`src/sv/gshbtb_ram.sv`:
```
`timescale 1ns / 1ps
// ----------------------------------------------------------------------------
// gshbtb_ram
// Generic simple dual-port RAM: one write port, one read port with a
// registered read that holds its data while the read enable is low.
// ----------------------------------------------------------------------------
module gshbtb_ram #(
	parameter int unsigned WIDTH = 8,
	parameter int unsigned DEPTH = 16
) (
	input  logic                     clk,
	input  logic                     we,
	input  logic [$clog2(DEPTH)-1:0] waddr,
	input  logic [WIDTH-1:0]         wdata,
	input  logic                     re,
	input  logic [$clog2(DEPTH)-1:0] raddr,
	output logic [WIDTH-1:0]         rdata
);

	logic [WIDTH-1:0] mem [DEPTH];

	always_ff @(posedge clk) begin
		if (we) begin
			mem[waddr] <= wdata;
		end
		if (re) begin
			rdata <= mem[raddr];
		end
	end

endmodule

```
`config.mk`:
```
export PLATFORM = sky130hd
export DESIGN_NAME = gshbtb_ram
export DESIGN_NICKNAME = d
export VERILOG_FILES = /design/src/sv/gshbtb_ram.sv
export SDC_FILE = /design/constraint.sdc
export NUM_CORES = 1
export LEC_CHECK = 0
export ABC_AREA = 0
export BUFFER_PORTS_ARGS = -buffer_cell sky130_fd_sc_hd__buf_2
export CORE_MARGIN = 4
export CORE_UTILIZATION = 41
export CTS_BUF_LIST = sky130_fd_sc_hd__clkbuf_16
export DETAILED_ROUTE_END_ITERATION = 12
export PLACE_DENSITY = 0.61
export SYNTH_ARGS = -nofsm -noshare
export SYNTH_HDL_FRONTEND = slang
export SYNTH_SLANG_ARGS = --single-unit
export TNS_END_PERCENT = 50
```
`constraint.sdc`:
```
create_clock -name clk -period 2.6 [get_ports clk]
set_clock_uncertainty 0.2 [all_clocks]
set_input_delay 0.52 -clock clk [delete_from_list [all_inputs] [get_ports clk]]
set_output_delay 0.52 -clock clk [all_outputs]
set_load 0.05 [all_outputs]
```
Word-level counts from Yosys, hierarchy flattened
Memories as Yosys holds them, arrays and structs flattened. A register that Yosys moved wholly into a read port is not among the register bits.
Index checks and enable logic that the tools add are counted.
Widths: inputs -> output; s select.
{"block": "totals", "regBits": 0, "ram_bits": 128, "output_inout_bits": 8, "elab_cells": 3, "memories": 1}
{"block": "classes", "n_mux": 2}
{"name": "mem", "words": 16, "width": 8, "rd": 1, "rd_ports_with_merged_regs": 1, "wr": 1, "line": "20", "source": "logic [WIDTH-1:0] mem [DEPTH];"}
{"op": "$mux 1", "n": 2}

Longest topological paths before layout
{"block": "depth", "ltp_word": 2, "ltp_mapped": 5, "ltp_nobuf": 3}

Worst setup path before layout
Ideal clock, no wire load.
{"block": "synth_timing", "kind": "input to register", "from": "in waddr[2]", "to": "mem mem[0][0] (enable)", "setup_time_ps": 383, "arrival_ps": 1630, "path_slack_ps": 387, "stages": 2, "n_path_buf": 0, "cell_sequence": "or3b_2 -> nor3_1"}
{"element": "from (decl)", "line": "13", "source": "input logic [$clog2(DEPTH)-1:0] waddr,"}
{"element": "to (decl)", "line": "20"}
No word-level cell before the write port.

==> results.py <==
metrics = {
    "status": {
        "outcome": "completed",
    },
    "layout": {
        "final_layout_size_suffix_gt1_frac": 0.318,
        "syn_to_final_growth_pct": 19.7,
        "final-seq-area_mm2": 0.00408,
        "fillers": 953,
        "final_common_cell": "edfxtp_1",
        "final_util": 0.510,
        "stdcell_count": 464,
        "diodes": 0,
        "multi_input_area_mm2": 0.00106,
        "final_cell_mix": "edfxtp_1 (136), buf_2 (26), mux4_2 (18)",
        "num-nets-final": 302,
    },
    "sta": {
        "slew-limit-headroom": 0.621,
        "setup_violations": 0,
        "tightest_slew_ns": 0.567,
        "setup_slack_ns": 0.713,
        "setup-tns-final_ns": 0,
        "hold_violations": 0,
        "rsz0062_at_grt": "false",
        "timing.final.crit_share": 0.726,
        "drv_slew": 0,
        "timing.fmax_mhz": 530,
        "period_minus_slack_ns": 1.89,
    },
    "critical_path": {
        "cp_max_fo": 32,
        "regToRegSetupSlack_ns": 0.92,
        "setup.worst_path.start_class": "primary input",
        "crit_arrival_ns": 1.84,
        "cp-end-kind": "flip-flop",
        "cp-startpoint": "raddr[0]",
        "required_ns": 2.55,
        "r2r-start": "mem[1][5]$_DFFE_PP_",
        "rr_endpoint": "rdata[5]$_DFFE_PP_",
        "critical_path_class": "in2reg",
        "worstRegToRegCells": 3,
    },
    "power": {
        "total_power_mw": 5.16,
        "p_per_area_mw_per_mm2": 825,
        "peakVddDrop_mv": 0.425,
        "leakagePower_nw": 2.11,
    },
    "die": {
        "die_h_um": 121,
        "die_area_mm2": 0.0146,
        "rows": 40,
        "start_util": 0.426,
        "io_pins": 27,
        "die_x_um": 121,
        "core_mm2": 0.0123,
    },
    "routing": {
        "routed_via_density": 5.16,
        "routed_wirelength_mm": 9.35,
        "drc_errors": 0,
        "first_pass_iters": 4,
        "drtIter0Drc": 204,
        "avgRoutedWirePerCell_um": 20.1,
        "vias": 2393,
        "ant_nets": 0,
    },
    "worst_hold_path": {
        "holdPathEnd": "rdata[0]$_DFFE_PP_",
        "min_path_type": "in2reg",
        "hold_start": "re",
        "hold_depth": 1,
    },
    "placed_design": {
        "gp_congestion": 0.734,
        "pre_cts_slack_ns": 0.303,
        "place_inst": 432,
        "dp_hpwl_mm": 6.14,
        "port_buffers": 26,
    },
    "logic_synthesis": {
        "synth_top_family_by_area": "multiplexers",
        "ys_top_cells_by_area": "edfxtp_1 (78%), mux4_2 (7.8%), mux4_1 (7.0%), a22oi_1 (2.3%), nor2_1 (0.93%)",
        "synth_adder_area_share": 0,
        "yosysTopAreaCellShare": 0.781,
        "netlist_instances": 229,
        "syn_avg_cell_area_um2": 22.8,
        "syn_nets": 248,
        "yosys_warnings": 0,
        "ys_ff_latch": 136,
        "yosysTopAreaCell": "edfxtp_1",
        "netlist-cell-type-count": 18,
        "muxShareOfSynthArea": 0.148,
        "yosys.area_share.simple": 0.0314,
        "syn_area_mm2": 0.00523,
        "yosysSeqAreaShare": 0.781,
        "synth_xor_area_frac": 0,
        "synth_compound_area_frac": 0.0230,
    },
    "grt": {
        "grt_pass1_vias": 2524,
        "grt.overflow.total": 0,
        "grt_pass1_wl_mm": 14.7,
        "grt.total_usage": 0.139,
        "antenna_found_initial": 0,
        "grt_start_max_net_pins": 33,
    },
    "clock_tree": {
        "cts_buffers": 17,
        "clock_latency_ns": 0.40,
        "cts_hold_buf": 0,
        "cts_tree": "yes",
        "clockRootBuffer": "clkbuf_16",
        "cts.path.max_buffers": 2,
        "clock-sinks": 136,
        "cts_resized": 0,
        "path_clk_slew_ns": 0.06,
        "htree_levels": 4,
        "post_cts_buffers": 0,
    },
    "flow_run": {
        "drv_cap": 0,
    },
}
[flip-flops by register name (all words and copies together) (netlist names)]
register  count
mem         128
rdata         8
[metrics by stage]
stage          area, µm²  hold slack (ns)
2_1_floorplan       5230            0.419
3_3_place_gp        5650            0.526
3_5_place_dp        5650            0.542
4_1_cts             6260            0.270
5_1_grt             6260            0.274
6_report            6260            0.287
[critical path, stage by stage]
cell and delay [ns]:
buf_2 0.10, buf_12 0.24, mux4_1 0.59, a22oi_1 0.29, nand2_1 0.09
[power breakdown]
group          internal (mW)  leakage, nW  switching [mW]
logic                 0.0967        0.583           0.158
clock network           1.59        0.293           0.837
registers               2.47         1.24          0.0117
[cell type report]
| type | count | area share |
|---|---|---|
| Multi-Input combinational cell | 83 | 0.169 |
| Sequential cell | 136 | 0.653 |
| Clock inverter | 15 | 0.0294 |
| Tap cell | 168 | 0.0336 |
| Timing Repair Buffer | 45 | 0.0476 |
| Clock buffer | 17 | 0.0680 |
[cell usage after synthesis]
cell type	number
nand3_1	1
buf_2	3
clkdlybuf4s25_2	3
buf_4	1
nor3_1	4
mux4_1	14
edfxtp_1	136
a22oi_1	16
nand2b_1	2
nand3b_1	2
nand2_1	9
or3b_2	1
mux4_2	18
nor2_1	13
and2_1	1
and2b_1	1
nor2b_1	1
buf_6	3
[worst max-delay path by stage]
stage | to | cells after the start
6_report | rdata[5]$_DFFE_PP_ | 5
4_1_cts | rdata[5]$_DFFE_PP_ | 5
2_1_floorplan | mem[0][0]$_DFFE_PP_ | 2
3_5_place_dp | rdata[5]$_DFFE_PP_ | 5
5_1_grt | rdata[3]$_DFFE_PP_ | 5
3_3_place_gp | rdata[2]$_DFFE_PP_ | 5
[cells by family after synthesis]
family / count (synthesis)
compound gates: 16
buf+inv: 10
flops: 136
mux: 32
simple gates: 35
[metal layers]
metal,track usage,vias up,share of wire
met5,0,-,0
met4,0.0552,0,0.013
li1,-,1094,-
met3,0.0424,11,0.036
met1,0.179,1231,0.45
met2,0.223,57,0.50
No activity file was read; power rests on OpenSTA's default activity.
